<file path="src/tigs_pkg.sv">
// Shared constants and types of the time interval grid splitter.
package tigs_pkg;

  localparam int TIME_W       = 32;
  localparam int DUR_W        = 31;
  localparam int TAG_W        = 32;
  localparam int IDX_W        = 5;
  localparam int CNT_W        = 6;
  localparam int MAX_SEGS     = 32;
  localparam int GRID_DEPTH_D = 32;

  localparam int S_DATA_W = 136;
  localparam int M_DATA_W = 96;

  typedef enum logic [1:0] {
    ERR_NONE       = 2'd0,
    ERR_ORDER      = 2'd1,
    ERR_NEG_START  = 2'd2,
    ERR_BELOW_GRID = 2'd3
  } err_e;

endpackage

</file>
<file path="src/tigs_grid_ram.sv">
// Grid point store: one write port, one registered read port.
module tigs_grid_ram
  import tigs_pkg::*;
#(
  parameter int DEPTH = GRID_DEPTH_D,
  parameter int AW    = $clog2(DEPTH)
) (
  input  logic              clk_i,
  input  logic              we_i,
  input  logic [AW-1:0]     waddr_i,
  input  logic [TIME_W-1:0] wdata_i,
  input  logic              re_i,
  input  logic [AW-1:0]     raddr_i,
  output logic [TIME_W-1:0] rdata_o
);

  logic [TIME_W-1:0] mem_q [DEPTH];
  logic [TIME_W-1:0] rdata_q;

  always_ff @(posedge clk_i) begin
    if (we_i) begin
      mem_q[waddr_i] <= wdata_i;
    end
  end

  always_ff @(posedge clk_i) begin
    if (re_i) begin
      rdata_q <= mem_q[raddr_i];
    end
  end

  assign rdata_o = rdata_q;

endmodule

</file>
<file path="src/time_interval_grid_splitter_core.sv">
// Top level of the time interval grid splitter: control, scan and output register.
//
// Channel  | Dir | Beat content (lowest bit first)
// ---------+-----+-----------------------------------------------------------------
// s_axis   | in  | tuser: op; tdata: grid_index, grid_value, start_time, end_time,
//          |     |        event_in, row_tag, 2 pad bits
// m_axis   | out | tuser: error; tlast: last;
//          |     | tdata: seg_start, seg_duration, seg_event, seg_tag
// cfg      | in  | data: grid_count
//
// A split walks the grid one entry per cycle, while the output side does not
// stall, through the registered read port of the grid memory. Each segment is
// loaded into the output register when its closing grid point is evaluated
// and is presented on m_axis in the cycle after.
// Reset clears control state and sets grid_count to 1; grid contents are
// undefined until written. A stalled output holds the scan in place.
module time_interval_grid_splitter_core
  import tigs_pkg::*;
#(
  parameter int GRID_DEPTH = GRID_DEPTH_D
) (
  input  logic                clk_i,
  input  logic                rst_ni,
  // slave side
  input  logic                s_axis_tvalid_i,
  output logic                s_axis_tready_o,
  input  logic [S_DATA_W-1:0] s_axis_tdata_i,  // grid_index, grid_value, start_time,
                                               // end_time, event_in, row_tag, pad
  input  logic                s_axis_tuser_i,  // op
  // master side
  output logic                m_axis_tvalid_o,
  input  logic                m_axis_tready_i,
  output logic [M_DATA_W-1:0] m_axis_tdata_o,  // seg_start, seg_duration, seg_event,
                                               // seg_tag
  output logic [1:0]          m_axis_tuser_o,  // error
  output logic                m_axis_tlast_o,
  // configuration
  input  logic                cfg_valid_i,
  output logic                cfg_ready_o,
  input  logic [CNT_W-1:0]    cfg_data_i       // grid_count
);

  localparam int AW   = (GRID_DEPTH > 1) ? $clog2(GRID_DEPTH) : 1;
  localparam int NMAX = (GRID_DEPTH < MAX_SEGS) ? GRID_DEPTH : MAX_SEGS;
  localparam int CW   = $clog2(NMAX + 1);

  typedef enum logic [1:0] {
    ST_IDLE,
    ST_SCAN,
    ST_FINAL
  } state_e;

  // Input beat fields
  logic                     in_op;
  logic [IDX_W-1:0]         in_idx;
  logic [TIME_W-1:0]        in_gval;
  logic signed [TIME_W-1:0] in_start;
  logic signed [TIME_W-1:0] in_end;
  logic                     in_ev;
  logic [TAG_W-1:0]         in_tag;

  assign in_op    = s_axis_tuser_i;
  assign in_idx   = s_axis_tdata_i[4:0];
  assign in_gval  = s_axis_tdata_i[36:5];
  assign in_start = s_axis_tdata_i[68:37];
  assign in_end   = s_axis_tdata_i[100:69];
  assign in_ev    = s_axis_tdata_i[101];
  assign in_tag   = s_axis_tdata_i[133:102];

  state_e                   state_q, state_d;
  logic [CW-1:0]            k_q, k_d;
  logic                     found_q, found_d;
  logic signed [TIME_W-1:0] cur_q, cur_d;
  logic signed [TIME_W-1:0] pos_q, pos_d;
  logic signed [TIME_W-1:0] start_q, start_d;
  logic signed [TIME_W-1:0] end_q, end_d;
  logic                     ev_q, ev_d;
  logic [TAG_W-1:0]         tag_q, tag_d;
  err_e                     err_q, err_d;
  logic [CNT_W-1:0]         grid_count_q;

  logic                     m_valid_q, m_valid_d;
  logic [M_DATA_W-1:0]      m_data_q, m_data_d;
  logic [1:0]               m_user_q, m_user_d;
  logic                     m_last_q, m_last_d;

  // Memory port signals
  logic                     we;
  logic [AW-1:0]            waddr;
  logic                     re;
  logic [AW-1:0]            raddr;
  logic [TIME_W-1:0]        rdata;
  logic signed [TIME_W-1:0] g;

  logic                     s_acc;
  logic                     slot_free;
  logic [CW-1:0]            n_eff;
  logic [CW-1:0]            k_inc;
  logic                     k_done;
  logic [TIME_W-1:0]        seg_diff;
  logic [TIME_W-1:0]        end_diff;

  assign s_axis_tready_o = (state_q == ST_IDLE);
  assign s_acc           = s_axis_tvalid_i && s_axis_tready_o;
  assign slot_free       = !m_valid_q || m_axis_tready_i;
  assign cfg_ready_o     = 1'b1;

  // Writes with an index past the memory are dropped
  assign we    = s_acc && !in_op && (32'(in_idx) < GRID_DEPTH);
  assign waddr = AW'(in_idx);
  assign g     = rdata;

  // Entries in use: zero counts as one, saturate at the smaller limit
  always_comb begin
    if (grid_count_q == '0) begin
      n_eff = CW'(1);
    end else if (32'(grid_count_q) > NMAX) begin
      n_eff = CW'(NMAX);
    end else begin
      n_eff = CW'(grid_count_q);
    end
  end

  assign k_inc    = k_q + CW'(1);
  assign k_done   = (k_inc >= n_eff);
  assign seg_diff = g - pos_q;
  assign end_diff = end_q - pos_q;

  tigs_grid_ram #(
    .DEPTH (GRID_DEPTH),
    .AW    (AW)
  ) u_grid_ram (
    .clk_i   (clk_i),
    .we_i    (we),
    .waddr_i (waddr),
    .wdata_i (in_gval),
    .re_i    (re),
    .raddr_i (raddr),
    .rdata_o (rdata)
  );

  always_comb begin
    logic emit;
    logic stop;
    logic adv;
    emit = 1'b0;
    stop = 1'b0;
    adv  = 1'b0;

    state_d   = state_q;
    k_d       = k_q;
    found_d   = found_q;
    cur_d     = cur_q;
    pos_d     = pos_q;
    start_d   = start_q;
    end_d     = end_q;
    ev_d      = ev_q;
    tag_d     = tag_q;
    err_d     = err_q;
    re        = 1'b0;
    raddr     = '0;

    m_valid_d = m_valid_q && !m_axis_tready_i;
    m_data_d  = m_data_q;
    m_user_d  = m_user_q;
    m_last_d  = m_last_q;

    case (state_q)
      ST_IDLE: begin
        if (s_acc && in_op) begin
          start_d = in_start;
          end_d   = in_end;
          ev_d    = in_ev;
          tag_d   = in_tag;
          pos_d   = in_start;
          cur_d   = '0;
          k_d     = '0;
          found_d = 1'b0;
          if (in_end <= in_start) begin
            err_d   = ERR_ORDER;
            state_d = ST_FINAL;
          end else if (in_start < 0) begin
            err_d   = ERR_NEG_START;
            state_d = ST_FINAL;
          end else begin
            // Fetch the first grid point
            err_d   = ERR_NONE;
            re      = 1'b1;
            raddr   = '0;
            state_d = ST_SCAN;
          end
        end
      end

      ST_SCAN: begin
        if (k_q == '0 && g > start_q) begin
          err_d   = ERR_BELOW_GRID;
          state_d = ST_FINAL;
        end else if (!found_q && g < start_q) begin
          // Still below the start: track the snap point
          cur_d = g;
          adv   = 1'b1;
        end else if (!found_q && g == start_q) begin
          cur_d   = g;
          found_d = 1'b1;
          adv     = 1'b1;
        end else begin
          // Split point candidate
          found_d = 1'b1;
          if (g < end_q) begin
            emit = 1'b1;
          end else begin
            stop = 1'b1;
          end
        end

        if (emit) begin
          if (slot_free) begin
            m_valid_d = 1'b1;
            m_data_d  = {tag_q, 1'b0, seg_diff[DUR_W-1:0], cur_q};
            m_user_d  = ERR_NONE;
            m_last_d  = 1'b0;
            cur_d     = g;
            pos_d     = g;
            adv       = 1'b1;
          end else begin
            // Hold: the read data register keeps this entry
            found_d = found_q;
          end
        end

        if (stop) begin
          state_d = ST_FINAL;
        end else if (adv) begin
          if (k_done) begin
            state_d = ST_FINAL;
          end else begin
            k_d   = k_inc;
            re    = 1'b1;
            raddr = AW'(k_inc);
          end
        end
      end

      ST_FINAL: begin
        if (slot_free) begin
          m_valid_d = 1'b1;
          m_user_d  = err_q;
          m_last_d  = 1'b1;
          if (err_q == ERR_NONE) begin
            m_data_d = {tag_q, ev_q, end_diff[DUR_W-1:0], cur_q};
          end else begin
            m_data_d = {tag_q, 1'b0, {DUR_W{1'b0}}, {TIME_W{1'b0}}};
          end
          state_d = ST_IDLE;
        end
      end

      default: begin
        state_d = ST_IDLE;
      end
    endcase
  end

  always_ff @(posedge clk_i or negedge rst_ni) begin
    if (!rst_ni) begin
      state_q      <= ST_IDLE;
      k_q          <= '0;
      found_q      <= 1'b0;
      err_q        <= ERR_NONE;
      m_valid_q    <= 1'b0;
      grid_count_q <= CNT_W'(1);
    end else begin
      state_q   <= state_d;
      k_q       <= k_d;
      found_q   <= found_d;
      err_q     <= err_d;
      m_valid_q <= m_valid_d;
      if (cfg_valid_i && cfg_ready_o) begin
        grid_count_q <= cfg_data_i;
      end
    end
  end

  // Payload registers need no reset
  always_ff @(posedge clk_i) begin
    cur_q    <= cur_d;
    pos_q    <= pos_d;
    start_q  <= start_d;
    end_q    <= end_d;
    ev_q     <= ev_d;
    tag_q    <= tag_d;
    m_data_q <= m_data_d;
    m_user_q <= m_user_d;
    m_last_q <= m_last_d;
  end

  assign m_axis_tvalid_o = m_valid_q;
  assign m_axis_tdata_o  = m_data_q;
  assign m_axis_tuser_o  = m_user_q;
  assign m_axis_tlast_o  = m_last_q;

endmodule
</file>
<file path="config.mk">
export PLATFORM = sky130hd
export DESIGN_NAME = time_interval_grid_splitter_core
export DESIGN_NICKNAME = d
export VERILOG_FILES = /design/src/tigs_pkg.sv /design/src/tigs_grid_ram.sv /design/src/time_interval_grid_splitter_core.sv
export SDC_FILE = /design/constraint.sdc
export NUM_CORES = 2
export LEC_CHECK = 0
export ABC_AREA = 1
export BUFFER_PORTS_ARGS = -buffer_cell sky130_fd_sc_hd__buf_2
export CAP_MARGIN = 15
export CORE_ASPECT_RATIO = 0.75
export CORE_MARGIN = 3
export CORE_UTILIZATION = 50
export CTS_BUF_LIST = sky130_fd_sc_hd__clkbuf_16
export DETAILED_ROUTE_END_ITERATION = 8
export HOLD_SLACK_MARGIN = 0.12
export PLACE_DENSITY = 0.65
export SETUP_SLACK_MARGIN = 0.5
export SLEW_MARGIN = 0
export SYNTH_ARGS = -nofsm -noshare
export SYNTH_HDL_FRONTEND = slang
export SYNTH_HIERARCHICAL = 1
export SYNTH_SLANG_ARGS = --single-unit
</file>
<file path="constraint.sdc">
create_clock -name clk_i -period 11.2 [get_ports clk_i]
set_input_delay 0.56 -clock clk_i [delete_from_list [all_inputs] [get_ports clk_i]]
set_output_delay 0.56 -clock clk_i [all_outputs]
set_load 0.01 [all_outputs]
</file>
# Yosys cells after proc, flatten, opt, wreduce, memory -nomap -nowiden
# Memories as Yosys holds them, arrays and structs flattened. A register that Yosys moved wholly into a read port is not among the register bits.
# Index checks and enable logic that the tools add are counted.
# word_totals
inputBits,148
register_bits,277
latchBits,0
memories,1
mem_bits_rw,1024
out_inout_bits,102
romBits,0
# memory_table
name,words,word_bits,rd,rd_clocked_by_memory_dff,write_ports,line_no,source
u_grid_ram.mem_q,32,32,1,1,1,tigs_grid_ram.sv:17,logic [TIME_W-1:0] mem_q [DEPTH];
# classes
eq_ne,12
div_mod_pow,0
add_sub_neg,3
shift,0
bitwise_logic,0
mux,82
reduce_logical,26
n_lt_le_gt_ge,7
multipliers,0
# ops
op,n
$mux 96,3
$mux 32,6
$pmux 96 s2,1
$mux 31,3
$lt 32x32->1,2
$mux 64,1
$pmux 32 s2,1
$pmux 31 s2,1
$sub 31x31->31,2
$mux 6,6
$mux 1,34
$eq 32x32->1,1
$gt 32x32->1,1
$le 32x32->1,1
$lt 32x1->1 const B,1
$mux 2,14
$mux 5,4
$ne 2x2->1 const B,7
$logic_not 6->1,2
$pmux 6 s2,1
$pmux 1 s2,4
$pmux 2 s2,2
$reduce_and 4->1,2
$logic_and 1x1->1,7
other kinds (15),23

# Depth between registers and ports, before layout
# logic_depth
ltp_word,11
depth_mapped,33
ltp_nobuf,29

# Cells and area by module
# The synthesis kept the hierarchy.
# by_module_without_submodules
mod,cells_each,area_each_um2,instances,seq_area_each_um2
tigs_grid_ram,3536,42726.0,1,31710.4
time_interval_grid_splitter_core,1728,16175.5,1,8229.1

# Worst setup path before layout
# Ideal clock, no wire load.
# synth_path
kind,register to register
start,"register u_grid_ram.rdata_q[19] (netlist: u_grid_ram/rdata_o[19]), read port of u_grid_ram.mem_q"
end,register m_data_q[0] (netlist: m_axis_tdata_o[0]) (enable)
arrival_time_ns,9.065
path_stages_with_launch,16
setup_ns,0.703
path_buffers,0
required_ns,10.497
slack_ns,1.432
cell_sequence,edfxtp_1 > ha_1 > nand2_1 > nor2_1 > and2_0 > nand2_1 > nor2_2 > nand2_1 > nand2_1 > nor2_1 > nand2_1 > nand3_1 > nand2_2 > nor2_1 > nor2_1 > a211oi_1
# synth_via
elab_chain_len,8
word_cells_on_any_way,14
# synth_rtl
element,line_no,source
"start, declared",tigs_grid_ram.sv:18,logic [TIME_W-1:0] rdata_q;
$lt 32x32->1 / $eq 32x32->1 (equally long branches),"time_interval_grid_splitter_core.sv:210, time_interval_grid_splitter_core.sv:203",
$mux 1 / $logic_and 1x1->1 (equally long branches),"time_interval_grid_splitter_core.sv:210, time_interval_grid_splitter_core.sv:203",
$mux 1,time_interval_grid_splitter_core.sv:203,end else if (!found_q && g == start_q) begin
$mux 1,time_interval_grid_splitter_core.sv:199,end else if (!found_q && g < start_q) begin
$mux 1 (*),time_interval_grid_splitter_core.sv:196,if (k_q == '0 && g > start_q) begin
$mux 1 (*),time_interval_grid_splitter_core.sv:168,case (state_q)
$ne 2x2->1 (no source line) (*),--,
$reduce_and 4->1 (no source line) (*),--,
"end signal, assigned",time_interval_grid_splitter_core.sv:293,m_data_q <= m_data_d;
"end, declared",time_interval_grid_splitter_core.sv:83,"logic [M_DATA_W-1:0] m_data_q, m_data_d;"
# Every way passes the cells marked *; elsewhere a longest branch is shown, timed or not. The select of a mux whose other input is x is not followed.
# A chain may end at the register's enable or synchronous reset.

# Worst setup path after layout
# layout_path
start,"register u_grid_ram.rdata_q[15] (netlist: u_grid_ram/rdata_o[15]), read port of u_grid_ram.mem_q"
end,"register u_grid_ram.rdata_q[27] (netlist: u_grid_ram/rdata_o[27]), read port of u_grid_ram.mem_q, data pin"
# layout_via
elab_chain_len,11
word_cells_on_any_way,29
# layout_rtl
element,line_no,source
$lt 32x32->1 / $eq 32x32->1 (equally long branches),"time_interval_grid_splitter_core.sv:210, time_interval_grid_splitter_core.sv:203",
$mux 1 / $logic_and 1x1->1 (equally long branches),"time_interval_grid_splitter_core.sv:210, time_interval_grid_splitter_core.sv:203",
$mux 1,time_interval_grid_splitter_core.sv:203,
$mux 1,time_interval_grid_splitter_core.sv:199,
$mux 1,time_interval_grid_splitter_core.sv:196,
"$mux 1, on equally long branches","time_interval_grid_splitter_core.sv:168, time_interval_grid_splitter_core.sv:218",
$mux 1,time_interval_grid_splitter_core.sv:217,if (emit) begin
$mux 1,time_interval_grid_splitter_core.sv:168,
$mux 5,time_interval_grid_splitter_core.sv:234,end else if (adv) begin
$mux 5 (*),time_interval_grid_splitter_core.sv:232,if (stop) begin
$mux 5 (*),--,
net raddr[0],time_interval_grid_splitter_core.sv:91,logic [AW-1:0] raddr;
# Mark *: on every way through the listed nets, which the timed path passes. The rest lies on a longest branch. The select of a mux whose other input is x is not followed.

==> flow_metrics.tcl <==
set metrics [dict create \
    finalCoreUtilization_pct 57.1 \
    postCtsSetupBuffers 0 \
    design.core.area_um2 116000 \
    synthesized_net_count 5580 \
    max_cap_violations 0 \
    synth_area_um2 58900 \
    worstSkewPairLatency_ps 760 \
    floorplan.die.height_um 303 \
    irDropWorstVdd_v 0.000183 \
    drt-vias-per-instance 5.64 \
    yosysTopAreaCellShare_pct 67.0 \
    synthToLayoutAreaGrowth_pct 12.7 \
    setup_tns_ps 0 \
    post_dp_cell_area_um2 61300 \
    max_slew.worst_pin.slew_ps 1040 \
    antenna_found_initial 19 \
    proportion_of_layout_cells_with_a_drive_suffix_above_1_pct 10.0 \
    async_flop_share_pct 1.35 \
    synth.lib_cells_used.distinct 54 \
    routed_wl_um 164000 \
    hpwlAfterDp_um 96800 \
    detail-route-antenna-nets 0 \
    layout.nets 5888 \
    tritoncts_buffers 131 \
    synthTopCellsByArea "edfxtp_1, nand2_1, nand3_1, ha_1, inv_1" \
    starting_density_of_the_core_pct 50.6 \
    powerDensity_nw_per_um2 207 \
    cts_max_path_buffers 3 \
    gpl.final_weighted_congestion 0.914 \
    post-layout-total-power_uw 13700 \
    cp_class "reg -> reg" \
    max_freq_mhz 143 \
    h_tree_depth 4 \
    synth_seq_area_share_pct 67.8 \
    grt_remaining_overflow 0 \
    synthCells 5264 \
    holdCritPathClass "in -> reg" \
    via_count 40600 \
    drc_errors 0 \
    routed_length_per_instance_um 22.8 \
    grt_pass1_vias 37700 \
    setup_repair_after_global_routing_missed_its_margin "false" \
    fp.dieW_um 402 \
    synth_edf_count 1315 \
    ys_ff_latch 1333 \
    setup.worst_path.end_class "flip-flop" \
    num-fill-cells 9662 \
    grt_pass1_wl_um 241000 \
    grt.total_usage_pct 26.6 \
    cp_max_fo 231 \
    slew_headroom_pct 30.0 \
    crit_required_ps 11740 \
    static-leakage-power_uw 0.0257 \
    timing.final.crit_share_pct 62.4 \
    report.final.hold_viol_count 0 \
    final_area_um2 66400 \
    clkSlewWorstSetupHoldPaths_ps 60 \
    timing_max_transition_violations_final 0 \
    critical_path.startpoint_type "flip-flop" \
    dr.pass1.iters 8 \
    syn_avg_cell_area_um2 11.2 \
    run_status "complete, no violations" \
    grt_start_max_net_pins 232 \
    synthDominantAreaCellType "edfxtp_1" \
    tritoncts_num_sinks 1333 \
    drt_iter0_markers 4715 \
    io_buffer_count 246 \
    die_area_um2 122000 \
    timing.final.setup_violations 0 \
    synth_top_flop_cell "edfxtp_1" \
    worst_clock_skew_ps 34.3 \
    shortest_clock_period_the_worst_path_allows_after_layout_ps 6990 \
    placement_rows 108 \
    io_pins 250 \
    clock_tree_from_tritoncts "yes" \
    yosysWarningCount 6 \
    worst_ep_arrival_time_ps 7530 \
    clock_root_buffer "clkbuf_16" \
]
## placed cells by master (no fill, tap or decap), types with 8 or more instances in the layout
cell type and n:
clkinv_2 24, nand3_1 831, o21bai_1 13, o21ai_0 143, or2_2 11, o21a_1 12
nand4_1 27, nor3_1 11, nor2_1 135, clkbuf_16 134, nor2_4 36, dfrtp_1 17
edfxtp_1 1315, buf_2 246, xor2_1 8, buf_4 64, inv_1 318, nand2_1 1742
dlygate4sd3_1 108, a21oi_1 171, clkinv_1 34, ha_1 165
## synthesized netlist by cell type, types with 4 or more instances
master and instances:
nand2_1 1742, edfxtp_1 1315, nand3_1 831, inv_1 300, a21oi_1 171, nor2_1 171
ha_1 166, o21ai_0 144, buf_2 88, buf_6 67, clkbuf_1 41, nand4_1 27
buf_4 26, buf_1 21, dfrtp_1 17, o21bai_1 13, nor3_1 12, o21a_1 12
or2_2 11, xor2_1 8, a211oi_2 6, a21o_1 5, a31oi_1 5, o211ai_1 5
o22ai_1 5, xnor2_1 5, buf_8 4, o21ai_1 4
## where the power goes
part | switching [uW] | internal (uW) | leakage, uW
Clock | 1870 | 2320 | 0.00206
Combinational | 2340 | 964 | 0.0115
Sequential | 182 | 6040 | 0.0121
Total | 4390 | 9320 | 0.0257
## critical path, stage by stage, from the launching register on
cell and delay (ps):
edfxtp_1 670, ha_1 420, nand2_1 70, nor2_1 150, nand4_1 440, nor2_2 280
nand2_1 70, nand2_1 110, nor2_1 70, nand2_1 100, nand3_1 100, nand2_2 110
nand2_2 90, nand2_4 520, nor2_1 80, nand2_1 360, nor2_4 30, buf_4 310
inv_16 620, buf_4 830, nand2_1 130, nand3_1 110, nand3_1 90, nand2_1 160
nand2_1 70, nand2_1 100, nand2_1 50, nand2_1 220
## per-stage QoR
step	setup slack (ps)	hold slack [ps]	std cells
floorplan	1430	264	5264
global route	3810	210	7212
finish	4210	187	7213
CTS	4380	131	7211
global placement	4460	400	6871
detailed placement	4430	405	6871
## layer usage
metal	GRT usage (%)	wire length, um	up-vias	share of wire, %
met5	0	70	-	0.043
met4	8.98	4870	10	3.0
met3	4.63	15000	278	9.1
met2	40.2	73300	1761	45
met1	39.2	71200	19700	43
li1	-	-	18900	-
## cells by family (layout without fill, tap and decap cells)
| group | Yosys count | after routing | synth area share (%) |
|---|---|---|---|
| adder cells (fa/ha/maj) | 168 | 168 | 3.59 |
| XOR/XNOR | 13 | 13 | 0.193 |
| other | 1 | 3 | 0.00637 |
| buffers and inverters | 552 | 959 | 4.81 |
| AND/OR/NAND/NOR | 2809 | 2809 | 19.9 |
| flip-flops | 1333 | 1333 | 67.8 |
| multiplexers | 3 | 3 | 0.0573 |
| AO/OA/AOI/OAI | 385 | 385 | 3.60 |
## layout make-up
cell class	count	area [um2]	share of cell area [%]
inverters	305	1180	1.77
clock buffers	134	3350	5.05
flip-flops and latches	1333	39900	60.2
repair buffers	422	2870	4.33
clock inverters	98	687	1.03
multi-input cells	3379	16400	24.8
well taps	1540	1930	2.90
diodes	2	5.00	0.00754
## registers in the layout, indices dropped and copies added, names as in the netlist
| name | flops |
|---|---|
| u_grid_ram/mem_q | 1024 |
| m_axis_tdata_o | 96 |
| cur_q | 32 |
| end_q | 32 |
| start_q | 32 |
| tag_q | 32 |
| u_grid_ram/rdata_o | 32 |
| pos_q | 31 |
| grid_count_q | 6 |
| k_q | 6 |
| err_q | 2 |
| m_axis_tuser_o | 2 |
| state_q | 2 |
| ev_q | 1 |
| found_q | 1 |
| m_axis_tlast_o | 1 |
| m_axis_tvalid_o | 1 |
## what timing repair did
item                                   in CTS  in global routing
hold buffers                              108                  0
resized for setup                           0                  0
setup endpoints to repair                   0                  0
endpoints found under the hold margin     123                  0
## worst paths after layout
kind	startpoint	end	slack, ps	cells past startpoint
setup reg to reg	u_grid_ram/rdata_o[15]$_DFFE_PP_	u_grid_ram/rdata_o[27]$_DFFE_PP_	4210	27
hold reg to reg	tag_q[5]$_DFFE_PP_	m_axis_tdata_o[69]$_DFFE_PP_	400	0
hold / removal	cfg_valid_i	grid_count_q[1]$_DFFE_PN0P_	190	2
min in group asynchronous	rst_ni	m_axis_tvalid_o$_DFF_PN0_	300	2
setup / recovery	u_grid_ram/rdata_o[15]$_DFFE_PP_	u_grid_ram/rdata_o[27]$_DFFE_PP_	4210	27
max in group asynchronous	rst_ni	grid_count_q[2]$_DFFE_PN0P_	10540	2
No activity file was read; power rests on OpenSTA's default activity.
